===== src/sv/dsc_pkg.sv =====
// shared constants, suffix table and cell control type for the suffix classifier
`default_nettype none
package dsc_pkg;

  localparam int unsigned NumEntries = 39;
  localparam int unsigned EntryChars = 24;
  localparam int unsigned CodeW      = 4;
  localparam logic [7:0]  DotChar    = 8'h2E;

  typedef logic [EntryChars*8-1:0] entry_text_t;
  typedef logic [CodeW-1:0]        code_t;

  // control that every cell of the window sees in the same cycle
  typedef struct packed {
    logic shift;  // a byte beat is accepted, move the window by one
    logic clear;  // the name held in the window has been judged
  } cell_ctrl_t;

  // suffix strings, last character in the low byte
  localparam entry_text_t EntryText [NumEntries] = '{
    entry_text_t'("a-msedge.net"),
    entry_text_t'("akadns.net"),
    entry_text_t'("akadns6.net"),
    entry_text_t'({"aka", "mai.net"}),
    entry_text_t'({"aka", "maiedge.net"}),
    entry_text_t'({"amaz", "onaws.com"}),
    entry_text_t'("aol.com"),
    entry_text_t'("azurewebsites.net"),
    entry_text_t'("c-msedge.net"),
    entry_text_t'("cloudapp.net"),
    entry_text_t'({"cloudfl", "are.net"}),
    entry_text_t'("cloudfront.net"),
    entry_text_t'({"dis", "neyprivacycenter.com"}),
    entry_text_t'({"dis", "neytermsofuse.com"}),
    entry_text_t'("doubleclick.net"),
    entry_text_t'("e-msedge.net"),
    entry_text_t'("edgecastcdn.net"),
    entry_text_t'("elasticbeanstalk.com"),
    entry_text_t'("epsiloncdn.net"),
    entry_text_t'({"face", "book.com"}),
    entry_text_t'({"fast", "ly.net"}),
    entry_text_t'({"fast", "lylb.net"}),
    entry_text_t'("fbcdn.net"),
    entry_text_t'("footprint.net"),
    entry_text_t'("go.com"),
    entry_text_t'({"goo", "gle.com"}),
    entry_text_t'({"goo", "glehosted.com"}),
    entry_text_t'({"insta", "gram.com"}),
    entry_text_t'("itmdb.net"),
    entry_text_t'({"linked", "in.com"}),
    entry_text_t'("llnwd.net"),
    entry_text_t'({"micro", "soft.com"}),
    entry_text_t'("netdna-cdn.com"),
    entry_text_t'("nsatc.net"),
    entry_text_t'("s-msedge.net"),
    entry_text_t'("v0cdn.net"),
    entry_text_t'("v2cdn.net"),
    entry_text_t'({"yah", "oo.com"}),
    entry_text_t'({"yah", "oodns.net"})
  };

  localparam code_t EntryCode [NumEntries] = '{
    4'd7, 4'd1, 4'd1, 4'd1, 4'd1, 4'd6, 4'd9, 4'd7, 4'd7, 4'd7,
    4'd2, 4'd6, 4'd3, 4'd3, 4'd5, 4'd7, 4'd9, 4'd6, 4'd9, 4'd8,
    4'd4, 4'd4, 4'd8, 4'd10, 4'd3, 4'd5, 4'd5, 4'd8, 4'd10, 4'd7,
    4'd12, 4'd7, 4'd11, 4'd10, 4'd7, 4'd9, 4'd9, 4'd9, 4'd9
  };

  // number of characters in a suffix string, evaluated at elaboration
  function automatic int unsigned text_len(entry_text_t t);
    int unsigned n;
    logic        run;
    n   = 0;
    run = 1'b1;
    for (int unsigned i = 0; i < EntryChars; i++) begin
      if (run && (t[i*8 +: 8] != 8'h00)) begin
        n = n + 1;
      end else begin
        run = 1'b0;
      end
    end
    return n;
  endfunction

endpackage
`default_nettype wire


===== src/sv/dsc_cell.sv =====
// one window cell: holds a byte, passes it on, and checks it against every suffix
`default_nettype none
module dsc_cell
  import dsc_pkg::*;
#(
  parameter int unsigned IDX = 0
) (
  input  wire logic                  clk_i,
  input  wire logic                  rst_ni,
  input  wire cell_ctrl_t            ctrl_i,
  input  wire logic [7:0]            byte_i,
  input  wire logic                  present_i,
  output logic [7:0]                 byte_o,
  output logic                       present_o,
  output logic [NumEntries-1:0]      hit_o
);

  logic [7:0] byte_q;
  logic       present_q;

  always_ff @(posedge clk_i or negedge rst_ni) begin
    if (!rst_ni) begin
      byte_q    <= 8'h00;
      present_q <= 1'b0;
    end else if (ctrl_i.shift) begin
      byte_q    <= byte_i;
      present_q <= present_i;
    end else if (ctrl_i.clear) begin
      byte_q    <= 8'h00;
      present_q <= 1'b0;
    end
  end

  assign byte_o    = byte_q;
  assign present_o = present_q;

  // inside a suffix: exact char; just past it: a dot or start of name
  for (genvar k = 0; k < NumEntries; k++) begin : g_entry
    localparam int unsigned Len = text_len(EntryText[k]);
    if (IDX < Len) begin : g_char
      assign hit_o[k] = (byte_q == EntryText[k][IDX*8 +: 8]);
    end else if (IDX == Len) begin : g_edge
      assign hit_o[k] = (byte_q == DotChar) || !present_q;
    end else begin : g_free
      assign hit_o[k] = 1'b1;
    end
  end

endmodule
`default_nettype wire


===== src/sv/dsc_pick.sv =====
// longest-match select over the suffix hit vector
`default_nettype none
module dsc_pick
  import dsc_pkg::*;
(
  input  wire logic [NumEntries-1:0] match_i,
  output code_t                      code_o
);

  logic [NumEntries-1:0] win;

  // matching entries are distinct strings, so no two of one length hit together
  for (genvar k = 0; k < NumEntries; k++) begin : g_win
    logic [NumEntries-1:0] longer;
    for (genvar j = 0; j < NumEntries; j++) begin : g_len
      if (text_len(EntryText[j]) > text_len(EntryText[k])) begin : g_yes
        assign longer[j] = match_i[j];
      end else begin : g_no
        assign longer[j] = 1'b0;
      end
    end
    assign win[k] = match_i[k] && !(|longer);
  end

  always_comb begin
    code_o = '0;
    for (int unsigned k = 0; k < NumEntries; k++) begin
      if (win[k]) begin
        code_o = code_o | EntryCode[k];
      end
    end
  end

endmodule
`default_nettype wire


===== src/sv/domain_suffix_classifier.sv =====
// top level: byte window of cells, suffix match stage and result queue
// result path: the tlast beat sets eval_q, which loads match_q and sets mv_q; mv_q writes the queue
// throughput: one name byte per cycle, names of any length back to back, one result
//   per name; tready drops only when four results are queued or in flight
// reset: rst_ni asynchronous active low, clears the window, the stage flags and the queue pointers
`default_nettype none
module domain_suffix_classifier
  import dsc_pkg::*;
#(
  parameter int unsigned WINDOW_BYTES = 24
) (
  input  wire logic       clk_i,
  input  wire logic       rst_ni,
  // input stream
  input  wire logic       s_tvalid_i,
  output logic            s_tready_o,
  input  wire logic [7:0] s_tdata_i,   // [7:0] name_byte
  input  wire logic       s_tlast_i,   // last_byte
  // result stream
  output logic            m_tvalid_o,
  input  wire logic       m_tready_i,
  output logic [7:0]      m_tdata_o    // [3:0] provider_code, [7:4] zero
);

  localparam int unsigned FifoDepth = 4;
  localparam int unsigned PtrW      = $clog2(FifoDepth);
  localparam int unsigned CntW      = $clog2(FifoDepth + 1);

  logic                  s_beat;
  logic                  m_beat;
  cell_ctrl_t            ctrl;

  // eval_q: window holds a complete name this cycle
  logic                  eval_q;
  // mv_q / match_q: per-suffix match result of the judged name
  logic                  mv_q;
  logic [NumEntries-1:0] match_d, match_q;

  logic [7:0]            cell_byte    [WINDOW_BYTES];
  logic                  cell_present [WINDOW_BYTES];
  logic [NumEntries-1:0] cell_hit     [WINDOW_BYTES];

  code_t                 pick_code;

  // result queue
  code_t                 fifo_mem [FifoDepth];
  logic [PtrW-1:0]       wr_ptr_q, rd_ptr_q;
  logic [CntW-1:0]       cnt_q;
  logic [CntW-1:0]       pending;

  assign s_beat = s_tvalid_i && s_tready_o;
  assign m_beat = m_tvalid_o && m_tready_i;

  // every name still to be answered holds a queue slot
  assign pending    = CntW'(eval_q) + CntW'(mv_q) + cnt_q;
  assign s_tready_o = (pending < CntW'(FifoDepth));

  assign ctrl.shift = s_beat;
  assign ctrl.clear = eval_q;

  // ---------------------------------------------------------------------------
  // window: newest byte in cell 0, each cell hands its byte to the next one;
  // after a name is judged the old bytes are dropped while a new byte may enter
  // ---------------------------------------------------------------------------
  for (genvar i = 0; i < WINDOW_BYTES; i++) begin : g_cell
    logic [7:0] byte_in;
    logic       present_in;
    if (i == 0) begin : g_head
      assign byte_in    = s_tdata_i;
      assign present_in = 1'b1;
    end else begin : g_body
      assign byte_in    = eval_q ? 8'h00 : cell_byte[i-1];
      assign present_in = eval_q ? 1'b0 : cell_present[i-1];
    end
    dsc_cell #(
      .IDX (i)
    ) u_cell (
      .clk_i     (clk_i),
      .rst_ni    (rst_ni),
      .ctrl_i    (ctrl),
      .byte_i    (byte_in),
      .present_i (present_in),
      .byte_o    (cell_byte[i]),
      .present_o (cell_present[i]),
      .hit_o     (cell_hit[i])
    );
  end

  // a suffix matches when every cell agrees
  always_comb begin
    match_d = '1;
    for (int unsigned i = 0; i < WINDOW_BYTES; i++) begin
      match_d = match_d & cell_hit[i];
    end
  end

  always_ff @(posedge clk_i or negedge rst_ni) begin
    if (!rst_ni) begin
      eval_q <= 1'b0;
      mv_q   <= 1'b0;
    end else begin
      eval_q <= s_beat && s_tlast_i;
      mv_q   <= eval_q;
    end
  end

  always_ff @(posedge clk_i) begin
    if (eval_q) begin
      match_q <= match_d;
    end
  end

  dsc_pick u_pick (
    .match_i (match_q),
    .code_o  (pick_code)
  );

  // ---------------------------------------------------------------------------
  // result queue, written by the select stage, read by the output stream
  // ---------------------------------------------------------------------------
  always_ff @(posedge clk_i) begin
    if (mv_q) begin
      fifo_mem[wr_ptr_q] <= pick_code;
    end
  end

  always_ff @(posedge clk_i or negedge rst_ni) begin
    if (!rst_ni) begin
      wr_ptr_q <= '0;
      rd_ptr_q <= '0;
      cnt_q    <= '0;
    end else begin
      if (mv_q) begin
        wr_ptr_q <= wr_ptr_q + PtrW'(1);
      end
      if (m_beat) begin
        rd_ptr_q <= rd_ptr_q + PtrW'(1);
      end
      cnt_q <= cnt_q + CntW'(mv_q) - CntW'(m_beat);
    end
  end

  assign m_tvalid_o = (cnt_q != '0);
  assign m_tdata_o  = {(8 - CodeW)'(0), fifo_mem[rd_ptr_q]};

  // ---------------------------------------------------------------------------
  // checks
  // ---------------------------------------------------------------------------
  a_cnt_bound : assert property (@(posedge clk_i) disable iff (!rst_ni)
    cnt_q <= CntW'(FifoDepth))
    else $error("result queue count beyond depth");

  a_no_overflow : assert property (@(posedge clk_i) disable iff (!rst_ni)
    mv_q |-> ((cnt_q < CntW'(FifoDepth)) || m_beat))
    else $error("result written into a full queue");

  a_eval_cause : assert property (@(posedge clk_i) disable iff (!rst_ni)
    eval_q |-> $past(s_beat && s_tlast_i))
    else $error("judge cycle without a last beat");

  a_window_cleared : assert property (@(posedge clk_i) disable iff (!rst_ni)
    (eval_q && !s_beat) |=> !cell_present[0])
    else $error("window not cleared after a name");

endmodule
`default_nettype wire


===== config.mk =====
export PLATFORM = sky130hd
export DESIGN_NAME = domain_suffix_classifier
export DESIGN_NICKNAME = d
export VERILOG_FILES = /design/src/sv/dsc_pkg.sv /design/src/sv/dsc_cell.sv /design/src/sv/dsc_pick.sv /design/src/sv/domain_suffix_classifier.sv
export SDC_FILE = /design/constraint.sdc
export NUM_CORES = 1
export LEC_CHECK = 0
export ABC_CLOCK_PERIOD_IN_PS = 15300
export BUFFER_PORTS_ARGS = -buffer_cell sky130_fd_sc_hd__buf_4
export CAP_MARGIN = 20
export CORE_AREA = 2 2 227 229
export DETAILED_ROUTE_END_ITERATION = 16
export DIE_AREA = 0 0 229 231
export GPL_ROUTABILITY_DRIVEN = 1
export PLACE_DENSITY = 0.64
export SYNTH_ARGS = -nofsm -noshare
export SYNTH_HDL_FRONTEND = slang
export SYNTH_HIERARCHICAL = 1
export SYNTH_SLANG_ARGS = --single-unit

===== constraint.sdc =====
create_clock -name clk_i -period 15.3 [get_ports clk_i]
set_clock_uncertainty 0.1 [all_clocks]
set_input_delay 0.765 -clock clk_i [delete_from_list [all_inputs] [get_ports clk_i]]
set_output_delay 0.765 -clock clk_i [all_outputs]
set_load 0.02 [all_outputs]

======== Word-level counts from Yosys, hierarchy flattened ========
Memory sizes are Yosys's and may differ from the RTL's.
Cells that the tools add are included.
cells by class
  add/subtract/negate cells ............... 6
  reductions and logical operators ........ 92
  muxes and demuxes ....................... 185
  equal/unequal tests ..................... 186
  bitwise logic cells ..................... 23
  $lt $le $gt $ge ......................... 1
operators by type and width
  operator               number
  $eq A8 B7 Y1 const B   167
  $and A39 B39 Y39       23
  $mux W8                72
  $eq A8 B6 Y1 const B   19
  $mux W1                78
  $mux W4                15
  $mux W3                16
  $logic_and A1 B1 Y1    41
  $reduce_or A38 Y1      1
  $reduce_or A37 Y1      1
  $reduce_or A30 Y1      1
  $reduce_or A26 Y1      1
  $logic_not A1 Y1       25
  $reduce_or A25 Y1      1
  $reduce_or A16 Y1      1
  $logic_or A1 B1 Y1     13
  $reduce_or A12 Y1      1
  $mux W2                4
  $reduce_or A7 Y1       1
  $reduce_or A5 Y1       1
  $add A2 B1 Y2 const B  2
  $reduce_or A4 Y1       1
  $add A2 B3 Y3          1
  $add A3 B1 Y3          1
  other kinds (6)        6
word-level totals
  memories kept ........................... 1
  logic and storage cells ................. 548
  output and inout port bits .............. 10
  bits in writable memories ............... 16
  register bits after elaboration ......... 264
memories
  memory    depth  width  rd ports  clocked after Yosys merged registers in  wr ports  RTL line                        source
  fifo_mem  4      4      1         0                                        1         domain_suffix_classifier.sv:46  code_t fifo_mem [FifoDepth];

======== Longest topological paths before layout ========
  depth in word-level cells ............... 42
  mapped depth ............................ 8
  gate-level depth less buffers ........... 8

======== Modules after synthesis ========
Netlist, hierarchy kept.
modules (own cells, without submodules)
  module                             area each (um^2)  sequential area each (um^2)  times used  cells each
  domain_suffix_classifier           5833.1            1876.8                       1           653
  dsc_cell at g_cell[6].u_cell ...   710.7             225.2                        2           88
  dsc_cell at g_cell[14].u_cell ...  706.9             225.2                        2           83
  dsc_cell at g_cell[7].u_cell       797.0             225.2                        1           91
  dsc_cell at g_cell[11].u_cell      732.0             225.2                        1           89
  dsc_cell at g_cell[9].u_cell       732.0             225.2                        1           90
  dsc_cell at g_cell[20].u_cell      723.2             225.2                        1           81
  dsc_cell at g_cell[12].u_cell      721.9             225.2                        1           89
  dsc_cell at g_cell[15].u_cell      719.4             225.2                        1           85
  dsc_cell at g_cell[4].u_cell       719.4             225.2                        1           89
  dsc_cell at g_cell[10].u_cell      716.9             225.2                        1           85
  dsc_cell at g_cell[13].u_cell      711.9             225.2                        1           86
  dsc_cell at g_cell[17].u_cell      706.9             225.2                        1           82
  dsc_cell at g_cell[18].u_cell      704.4             225.2                        1           79
  10 more rows                       -                 -                            -           -

======== Worst setup path before layout ========
Ideal clock, no wire load.
  path type ............................... register to register
  start ................................... register eval_q
  end ..................................... register g_cell[4].u_cell.present_q
  setup time .............................. 0.123 ns
  cell stages (with the launch flop) ...... 9
  required time ........................... 15.077 ns
  arrival ................................. 7.101 ns
  setup slack ............................. 7.976 ns
  path buffers ............................ 2
  cells stage by stage .................... dfrtp_1 ha_1 a21o_1 a32oi_1 and2_1 clkbuf_1 buf_2 nor2_1 a22o_1
between the ends
  word-level cells in the longest chain between the ends .. 5
ends and longest elaborated chain
  what                    RTL line                         source
  from (decl)             domain_suffix_classifier.sv:34   logic eval_q;
  from (signal assigned)  domain_suffix_classifier.sv:102  eval_q <= s_beat && s_tlast_i;
  $add A1 B1 Y2           domain_suffix_classifier.sv:55   assign pending = CntW'(eval_q) + CntW'(mv_q) + cnt_q;
  $add A2 B3 Y3           domain_suffix_classifier.sv:55
  $lt A3 B3 Y1            domain_suffix_classifier.sv:56   assign s_tready_o = (pending < CntW'(FifoDepth));
  via s_tready_o          domain_suffix_classifier.sv:16   output logic s_tready_o,
  $logic_and A1 B1 Y1     domain_suffix_classifier.sv:51   assign s_beat = s_tvalid_i && s_tready_o;
  via s_beat              domain_suffix_classifier.sv:29   logic s_beat;
  $mux W1                 dsc_cell.sv:25                   end else if (ctrl_i.shift) begin
  to (signal assigned)    dsc_cell.sv:27                   present_q <= present_i;
  to (decl)               dsc_cell.sv:19                   logic present_q;
The timed path passes the listed nets, and every way through them passes these cells. The select of a mux whose other input is x is not followed.
A chain may end at the register's enable or synchronous reset.

======== Worst setup path after layout ========
  start ................................... register eval_q
  end ..................................... register g_cell[19].u_cell.present_q
between the ends
  word-level cells in the longest chain between the ends .. 5
ends and longest elaborated chain
  what                  RTL line
  $add A1 B1 Y2         domain_suffix_classifier.sv:55
  $add A2 B3 Y3         domain_suffix_classifier.sv:55
  $lt A3 B3 Y1          domain_suffix_classifier.sv:56
  $logic_and A1 B1 Y1   domain_suffix_classifier.sv:51
  via s_beat            domain_suffix_classifier.sv:29
  $mux W1               dsc_cell.sv:25
  to (signal assigned)  dsc_cell.sv:27
  to (decl)             dsc_cell.sv:19
The timed path passes the listed nets, and every way through them passes these cells. The select of a mux whose other input is x is not followed.

==> results.json <==
{
  "status": "finished, final reports clean",
  "hp-class": "input pin to async pin",
  "finalPower_w": 0.00235,
  "dp_slack_ns": 11.09,
  "finish.net_count": 2278,
  "ir_drop_mv": 0.103,
  "r2r-start": "eval_q$_DFF_PN0_",
  "synth_top_family_by_area": "simple AND/OR/NAND/NOR gates",
  "drt_iter0_markers": 1192,
  "p_leak_nw": 8.37,
  "die_area_sq_um": 52900,
  "gp_congestion": 0.952,
  "synth_cells": 2614,
  "setup_ws_ns": 11.65,
  "synth_compound_area_share_pct": 7.07,
  "areaGrowthSynthToFinish_pct": -9.64,
  "ant_nets": 0,
  "synth-simple-area-share_pct": 33.2,
  "crit_path_end_kind": "register",
  "grt_pass1_wl_um": 78000,
  "hold_buffers": 0,
  "cts-root-buf": "clkbuf_16",
  "avgSynthCellArea_sq_um": 8.81,
  "path_max_fanout": 270,
  "worst_pin_slew_ns": 1.17,
  "synth_cell_type_count": 72,
  "utilization_pct": 41.1,
  "dpl.hpwl_um": 34100,
  "die_h_um": 231,
  "r2r_slack_ns": 11.65,
  "grt_pass1_vias": 14100,
  "numCtsBuffers": 34,
  "drc": 0,
  "reg2regPathDepth": 7,
  "start_util_pct": 45.4,
  "die_w_um": 229,
  "finalHoldViolations": 0,
  "tns_ns": 0,
  "antenna_found_initial": 0,
  "grt_setup_unrepaired": "no",
  "cp_data_arrival_time_ns": 3.96,
  "path_class": "register to register",
  "final_cells": 2958,
  "clk_pin_slew_ns": 0.06,
  "drv_cap": 0,
  "cts_tree": "yes",
  "synth_fa_ha_area_share_pct": 0.467,
  "finalSetupViolations": 0,
  "grt_max_degree": 271,
  "post_cts_resize_count": 0,
  "timing.rr.end": "g_cell[19].u_cell/present_o$_DFFE_PN0P_",
  "yosys.area_share.xor_xnor_pct": 0.190,
  "multiInputGateArea_sq_um": 11100,
  "slew_headroom_pct": 21.9,
  "rows": 83,
  "io_pins": 23,
  "fmax_mhz": 274,
  "drive_gt1_share_pct": 8.69,
  "place_inst": 2897,
  "drt-total-wl_um": 48800,
  "synth_flop_cell": "dfrtp_1",
  "period_share_pct": 23.8,
  "synth_area_sq_um": 23000,
  "track_usage_pct": 18.3,
  "via_per_inst": 5.06,
  "ys_seq_area_share_pct": 31.6,
  "cts.path.max_buffers": 3,
  "clock_latency_ns": 0.54,
  "slew_viol_final": 0,
  "num_antenna_cells": 0,
  "overflow": 0,
  "cts_setup_buffers": 0,
  "crit_required_ns": 15.61,
  "startpoint_type": "register",
  "synth_seq_cells": 280,
  "min_period_ns": 3.65,
  "vias": 15000,
  "drt_first_pass_iters": 7,
  "yosysWarningCount": 6,
  "core_sq_um": 50700,
  "synth_mux_area_share_pct": 0.391,
  "io_buffers": 18,
  "power.density_nw_per_um2": 113,
  "cts_max_level": 2,
  "clock-sinks": 280,
  "async_flop_share_pct": 80.4,
  "wl_per_cell_um": 16.5,
  "synth_edf_count": 55,
  "nFillCells": 5073,
  "register_area_sq_um": 7290
}
-- critical path, stage by stage, from the launching register on --
cell and delay, ns:
dfrtp_4 0.98, ha_1 0.38, a21o_1 0.17, a32oi_1 0.29, and2_4 0.28, buf_12 0.64, nor2_1 0.13, a22o_1 0.24
-- metal layers --
metal / vias to the layer above / share of wire (%) / global-route usage (%)
li1: 7370 / - / -
met1: 7175 / 46 / 24.9
met3: 84 / 4.7 / 2.94
met4: 0 / 2.8 / 5.68
met5: - / 0 / 0
met2: 338 / 46 / 29.8
-- cell usage in the layout, fill, tap and decap left out, drive strengths merged, types with 3 or more instances in the layout --
cell type / n
a211oi: 3
a21oi: 3
a22o: 61
and2: 5
and2b: 11
and4b: 4
buf: 36
bufinv: 4
clkbuf: 45
clkinv: 6
conb: 419
dfrtp: 225
edfxtp: 55
ha: 7
inv: 19
mux4: 4
nand2: 187
nand2b: 169
nand3b: 12
nand4: 236
nand4b: 20
nand4bb: 20
nor2: 43
nor2b: 199
nor3: 112
nor4: 85
o21ai: 154
o31ai: 16
o41ai: 5
or2b: 20
or3: 6
or3b: 4
or4: 50
or4b: 9
xnor2: 3
-- cells in the mapped netlist, drive strengths merged (11+ instances only) --
cell type,n,share of area (%)
buf,796,26
or4,50,1.7
nand3b,12,0.45
conb,19,0.31
inv,17,0.28
nand4b,20,0.83
nand2b,169,4.7
dfrtp,225,24
a22o,61,2.4
nand2,187,3.0
nor2b,199,5.4
and2b,11,0.36
or2b,20,0.66
nor4,85,2.6
o31ai,16,0.61
nand4bb,20,1.1
o21ai,154,3.4
edfxtp,55,7.2
nand4,236,6.4
clkbuf,35,0.57
nor2,43,1.1
nor3,112,3.3
-- per-stage QoR --
| stage | area [sq um] | hold slack (ns) |
|---|---|---|
| global route | 20800 | 0.167 |
| floorplan | 24500 | 0.355 |
| global placement | 19600 | 0.371 |
| finish | 20800 | 0.108 |
| CTS | 20800 | 0.148 |
| detailed placement | 19600 | 0.371 |
-- where the power goes --
| part | switching, W | leakage [nW] | total (W) | internal, W |
|---|---|---|---|---|
| Clock | 0.000326 | 0.563 | 0.000838 | 0.000511 |
| Combinational | 0.000302 | 4.17 | 0.000523 | 0.000221 |
| Sequential | 0.000135 | 3.64 | 0.000993 | 0.000858 |
-- worst max-delay path by stage --
stage                     start                                      end  slack (ns)  depth (start not counted)
3_3_place_gp   eval_q$_DFF_PN0_  g_cell[19].u_cell/present_o$_DFFE_PN0P_       11.20                          7
3_5_place_dp   eval_q$_DFF_PN0_  g_cell[19].u_cell/present_o$_DFFE_PN0P_       11.09                          7
2_1_floorplan  eval_q$_DFF_PN0_   g_cell[4].u_cell/present_o$_DFFE_PN0P_        7.98                          8
5_1_grt        eval_q$_DFF_PN0_  g_cell[17].u_cell/byte_o[0]$_DFFE_PN0P_       11.52                          7
4_1_cts        eval_q$_DFF_PN0_  g_cell[19].u_cell/present_o$_DFFE_PN0P_       11.10                          7
6_report       eval_q$_DFF_PN0_  g_cell[19].u_cell/present_o$_DFFE_PN0P_       11.65                          7
-- cell families (layout without fill, tap and decap cells) --
| logic type | Yosys count | in the layout |
|---|---|---|
| muxes | 4 | 4 |
| DFF | 280 | 280 |
| adders and majority gates | 8 | 8 |
| other | 19 | 419 |
| and+or+nand+nor | 1200 | 1200 |
| AOI/OAI and AO/OA | 250 | 250 |
| xor gates and xnor gates | 5 | 5 |
| buffers and inverters | 848 | 112 |
-- flip-flops by register name (all words and copies together) (netlist names) --
| register | flops |
|---|---|
| g_cell.u_cell/byte_o | 192 |
| match_q | 39 |
| g_cell.u_cell/present_o | 24 |
| fifo_mem | 16 |
| cnt_q | 3 |
| rd_ptr_q | 2 |
| wr_ptr_q | 2 |
| eval_q | 1 |
| mv_q | 1 |
-- area by class of cell --
type,instances,area share (%)
clock buffer,43,4.59
multi-input combinational,1886,53.5
tap,680,4.09
clock inverter,14,0.944
inverter,17,0.307
timing repair buffer,38,1.59
sequential,280,35.0
(Power assumes the default switching activity.)
